==> config.mk <==
export PLATFORM = sky130hd
export DESIGN_NAME = bkit_ctrl
export DESIGN_NICKNAME = d
export VERILOG_FILES = /design/src/hdl/bkit_pkg.sv /design/src/hdl/bkit_ctrl.sv
export SDC_FILE = /design/constraint.sdc
export NUM_CORES = 1
export LEC_CHECK = 0
export BUFFER_PORTS_ARGS = -buffer_cell sky130_fd_sc_hd__buf_2
export CAP_MARGIN = 20
export CORE_AREA = 2 2 39 41
export DETAILED_ROUTE_END_ITERATION = 10
export DIE_AREA = 0 0 41 43
export GPL_TIMING_DRIVEN = 0
export MAX_ROUTING_LAYER = met4
export SETUP_SLACK_MARGIN = 0.4
export SYNTH_ARGS = -nofsm -noshare
export SYNTH_HDL_FRONTEND = slang
export SYNTH_SLANG_ARGS = --single-unit
==> constraint.sdc <==
create_clock -name clk_i -period 1.1 [get_ports clk_i]
set_input_delay 0.055 -clock clk_i [delete_from_list [all_inputs] [get_ports clk_i]]
set_output_delay 0.055 -clock clk_i [all_outputs]
set_load 0.02 [all_outputs]
==> src/hdl/bkit_pkg.sv <==
// Shared types and constants for the bucketed key index table.
// Used by the channel interfaces, the controller, the datapath and the top level.
package bkit_pkg;

  localparam int unsigned KEY_W       = 32;
  localparam int unsigned IDX_W       = 9;
  localparam int unsigned OP_W        = 2;
  localparam int unsigned BUCKET_W    = 8;
  localparam int unsigned NUM_BUCKETS = 256;

  typedef enum logic [OP_W-1:0] {
    OP_CLEAR  = 2'd0,
    OP_INSERT = 2'd1,
    OP_LOOKUP = 2'd2
  } op_e;

  typedef enum logic [2:0] {
    ST_IDLE,
    ST_CNT_RD,
    ST_DECIDE,
    ST_SCAN,
    ST_FINISH
  } ctl_state_e;

  // Controller to datapath.
  typedef struct packed {
    logic latch;
    logic cnt_rd;
    logic clear_all;
    logic ins_wr;
    logic mark_full;
    logic scan_init;
    logic scan_step;
    logic load_out;
  } ctl_cmd_t;

  // Datapath to controller.
  typedef struct packed {
    op_e  op;
    logic n_zero;
    logic n_full;
    logic hit;
    logic miss;
    logic out_free;
  } ctl_sts_t;

  // Bucket number: key bits 15..12 above key bits 3..0.
  function automatic logic [BUCKET_W-1:0] bucket_of(input logic [KEY_W-1:0] key);
    return {key[15:12], key[3:0]};
  endfunction

endpackage

==> src/hdl/bkit_ctrl.sv <==
// Controller state machine of the bucketed key index table.
// Depends on bkit_pkg; drives datapath commands from datapath status.
module bkit_ctrl (
  input  logic               clk_i,
  input  logic               rst_ni,
  input  logic               in_valid_i,
  output logic               in_ready_o,
  input  bkit_pkg::ctl_sts_t sts_i,
  output bkit_pkg::ctl_cmd_t cmd_o
);

  bkit_pkg::ctl_state_e state_q, state_d;

  always_ff @(posedge clk_i or negedge rst_ni) begin
    if (!rst_ni) begin
      state_q <= bkit_pkg::ST_IDLE;
    end else begin
      state_q <= state_d;
    end
  end

  always_comb begin
    state_d    = state_q;
    cmd_o      = '0;
    in_ready_o = 1'b0;
    case (state_q)
      bkit_pkg::ST_IDLE: begin
        in_ready_o = 1'b1;
        if (in_valid_i) begin
          cmd_o.latch = 1'b1;
          state_d     = bkit_pkg::ST_CNT_RD;
        end
      end
      bkit_pkg::ST_CNT_RD: begin
        cmd_o.cnt_rd = 1'b1;
        state_d      = bkit_pkg::ST_DECIDE;
      end
      bkit_pkg::ST_DECIDE: begin
        state_d = bkit_pkg::ST_FINISH;
        case (sts_i.op)
          bkit_pkg::OP_CLEAR: begin
            cmd_o.clear_all = 1'b1;
          end
          bkit_pkg::OP_INSERT: begin
            if (sts_i.n_full) begin
              cmd_o.mark_full = 1'b1;
            end else begin
              cmd_o.ins_wr = 1'b1;
            end
          end
          bkit_pkg::OP_LOOKUP: begin
            if (!sts_i.n_zero) begin
              cmd_o.scan_init = 1'b1;
              state_d         = bkit_pkg::ST_SCAN;
            end
          end
          default: begin
            state_d = bkit_pkg::ST_FINISH;
          end
        endcase
      end
      bkit_pkg::ST_SCAN: begin
        cmd_o.scan_step = 1'b1;
        if (sts_i.hit || sts_i.miss) begin
          state_d = bkit_pkg::ST_FINISH;
        end
      end
      bkit_pkg::ST_FINISH: begin
        // hold until the output register can take the result
        if (sts_i.out_free) begin
          cmd_o.load_out = 1'b1;
          state_d        = bkit_pkg::ST_IDLE;
        end
      end
      default: begin
        state_d = bkit_pkg::ST_IDLE;
      end
    endcase
  end

endmodule

**Word-level counts from Yosys, hierarchy flattened**

Index checks and enable logic that the tools add are counted.
Widths: inputs -> output; s select.

- Output and inout bits: 9
- Flip-flop bits (word level): 3
- Logic and storage cells: 34
- Input port bits: 10

- Equal/unequal tests: 9
- Multiplexer cells: 20
- Reduce and logical (&&, ||, !) cells: 4

Operators with widths:

| kind | count |
|---|---|
| $mux 3 | 5 |
| $pmux 3 s5 | 1 |
| $mux 1 | 12 |
| $eq 3x2->1 const B | 2 |
| $ne 2x2->1 const B | 3 |
| $mux 4 | 1 |
| $eq 3x1->1 const B | 1 |
| $eq 3x3->1 const B | 1 |
| $logic_not 3->1 | 1 |
| $reduce_and 3->1 | 1 |
| $eq 2x1->1 const B | 1 |
| $eq 2x2->1 const B | 1 |
| $logic_not 2->1 | 1 |
| $mux 2 | 1 |
| $logic_or 1x1->1 | 1 |

**Depth between registers and ports, before layout**

- Word-level depth: 3
- Gate-level depth with buffers: 4
- Depth with buffers taken out: 3

**Worst setup path after synthesis**

No wires, ideal clock.

- Path type: register -> register
- Start point: register state_q[1]
- End point: register state_q[0]
- Arrival: 1.288 ns
- Period minus slack after synthesis: 1.366 ns
- Path slack: -0.266 ns
- Library setup time: 0.078 ns
- Cell stages (with the launch flop): 5
- Data required time: 1.022 ns
- Buffers on the path: 1
- Cells stage by stage: dfrtp_1 clkbuf_2 nor3_2 and2_1 o21bai_1

- Longest elaborated chain between the ends: 3
- Elaborated cells between the ends (all ways): 10
- Those cells by class: eq/ne: 7; mux: 1; reduce/logical: 2

RTL lines:

| what | line | RTL |
|---|---|---|
| start: declaration | bkit_ctrl.sv:12 | `bkit_pkg::ctl_state_e state_q, state_d;` |
| start signal: assignment | bkit_ctrl.sv:16 | `state_q <= bkit_pkg::ST_IDLE;` |
| start signal: assignment | bkit_ctrl.sv:18 | `state_q <= state_d;` |
| $eq 3x2->1 (tied with other cells) | bkit_ctrl.sv:26 | `case (state_q)` |
| $ne 2x2->1 (no line) | -- |  |
| $reduce_and 3->1 (no line) | -- |  |

Several ways; a longest one is shown, not always the timed one.
A chain may end at the register's enable or synchronous reset.

==> qor.txt <==
Prevailing post-synth register cell: dfrtp_1
Synth top cells by count: 3 x dfrtp_1, 3 x nor2_1
Share of layout cells above drive strength 1: 75.0%
Clock sinks: 3
Die H: 43 um
VDD IR max: 0.000686 V
Most flop-heavy register: state_q
Failing checks: negative setup slack
FILL cells: 143
Final WS setup: -288 ps
Clock transition at path regs: 40 ps
M3 GR Usage: 3.14%
Net Sw Frac: 40.1%
Slew Viols, Final: 0
Total CTS buffers: 3
Number of flip-flops in the largest register: 3
Largest net degree at the start of global routing: 10
FFs w/ async S/R, synth: 100%
RSZ-0062 raised after global routing: true
# rows: 14
Worst Path Arrival: 1330 ps
Skew-Pair Late Insertion Delay: 230 ps
Max Cap Viol: 0
Met1 Resource Use GR: 11.4%
# DRC: 0
Internal power consumption: 898 uW
Via Count: 322
Post-placement cell count: 62
TritonCTS clock tree: built
Slowest cell delay on critical path: 360 ps
GR Overflow Total: 0
Synthesized net count: 38
Largest area contributor in the netlist: dfrtp_1
ANT nets after route: 0
Core area: 1380 um2
Top post-synthesis cells by area: dfrtp_1 29%, nor4b_4 9.1%, and2_2 5.8%
Die area: 1760 um2
Count of different cell masters after synthesis: 20
Clk network pwr share: 13.0%
Vias per inst: 4.47
P_sw: 601 uW
Synthesized area: 260 um2
PwrDens: 2580 nW/um2
Clk_skew: 1.53 ps
Initial core utilization: 18.8%
CP cell instances: buf_6, nor4b_4, nand2_1, nor2_4, buf_6
I/O Pins: 19
Final-report hold violation count: 0
CP required: 1040 ps
Routed length per instance: 11.7 um
CTS H-tree lvls: 1
Crit path launch type: flop
Gr usage total: 11.1%
Fmax: 0.721 GHz
Final period util: 126%
Initial antenna violation count: 0
Avg Cell Area, Syn: 9.29 um2
ANT cells: 0
Most used cell, CP: buf_6
Clock root cell: clkbuf_4
Crit path buffers/inverters: 2
Area Growth Syn to Fin: 124%
Crit path time final: 1390 ps
Crit Path Max Fanout: 5
DR iter-0 viols: 11
Post-synth top area share: 28.8%
Worst slew pin tran: 253 ps
Post-synth EDFFs: 0
Final total power: 1500 uW
Non-Filler Instances: 72
Gate power share: 73.6%
Slew headroom: 83.1%
DP HPWL: 521 um
Setup CP Type: flop to primary output
CTS max path bufs: 2
Yosys reg bits: 3
Vias in the first global route: 324
Number of iterations in the first detailed-routing pass: 4
Hold Path Class: primary input to async pin
Synth warn: 0
Status: finished, violations left
Detailed Route WL: 841 um
Mapped Cells: 28
Endpoint type of the worst setup path: primary output
Sequential-to-total area share from yosys stat: 28.8%
IO buf count: 18
Crit-path leading delay family: simple AND/OR/NAND/NOR gates
Setup tns final: -2110 ps
Biggest regs: state_q (3)
Final setup fails: 12
Nets: 67
Leak: 0.000259 uW
Met2 Track Usage GR: 18.1%
Placer Congestion: 0.624
Global-route wire length before repair: 1260 um
Seq pwr share: 13.4%
Die Width: 41 um
Busiest layer in global routing: met2
Slowest CP cell: dfrtp_1
[cell type report]
type	instances	area [um2]	area share (%)
clock buffer	4	26.3	4.52
buffer	2	25.0	4.30
multi-input combinational	23	230	39.6
timing repair buffer	24	204	35.1
sequential	3	76.3	13.1
tap	16	20.0	3.44
[path summary, 6_finish.rpt]
path | to | start | cells after the start | slack, ps
min in group clk_i | state_q[2] | sts_i[0] | 3 | 170
worst max-delay path | cmd_o[4] | state_q[0] | 5 | -290
worst max register to register | state_q[2] | state_q[0] | 5 | -190
worst min-delay path | state_q[0] | rst_ni | 2 | 140
max in group asynchronous | state_q[2] | rst_ni | 2 | 830
worst min register to register | state_q[1] | state_q[1] | 3 | 720
[placed cells by master, fill, tap and decap left out]
| cell | instances |
|---|---|
| a22o_1 | 1 |
| clkbuf_8 | 1 |
| nor3b_4 | 1 |
| and3_4 | 1 |
| a21oi_2 | 1 |
| dlygate4sd3_1 | 1 |
| nor2b_4 | 2 |
| o21bai_1 | 1 |
| nor3_1 | 2 |
| clkbuf_4 | 3 |
| clkbuf_1 | 1 |
| nor2_4 | 1 |
| dfrtp_1 | 2 |
| buf_4 | 3 |
| and2_4 | 3 |
| nor4b_4 | 2 |
| dfrtp_2 | 1 |
| buf_6 | 10 |
| nand2_1 | 1 |
| nand2b_1 | 1 |
| buf_12 | 1 |
| nor2_1 | 2 |
| o21ai_0 | 1 |
| buf_2 | 10 |
| nor3_4 | 1 |
| a22oi_1 | 1 |
| nand2_2 | 1 |
[power by group through the flow]
stage	clock network [uW]	logic [uW]	registers (uW)
floorplan	0	513	211
global placement	0	657	223
detailed placement	0	666	224
CTS	194	1050	200
global route	208	1160	203
finish	194	1100	201
[per-stage QoR]
stage	hold WS, ps	setup WS [ps]	cell area, um2	util (%)
after floorplan	-241	-74.9	298	-
final	143	-288	582	42.0
after detailed placement	-145	-193	408	29.5
after CTS	145	-304	572	41.3
after global routing	180	-361	582	42.0
after global placement	-149	-186	408	29.5
[cell families after synthesis]
group	share of synthesized area [%]
AND/OR/NAND/NOR	50.5
flip-flops	28.8
buffers and inverters	6.25
AO/OA/AOI/OAI	14.4
[timing repair]
item,CTS,global route
resized for setup,23,2
hold buffers,1,0
setup buffers,5,0
endpoints found under the hold margin,3,0
pin swaps,5,7
endpoints found under the setup margin,12,12
[metal layers]
metal | vias up | part of all wire, %
met1 | 149 | 38
met4 | 0 | 0.95
li1 | 155 | -
met3 | 2 | 8.2
met2 | 16 | 53
met5 | - | 0
(Power assumes the default switching activity.)
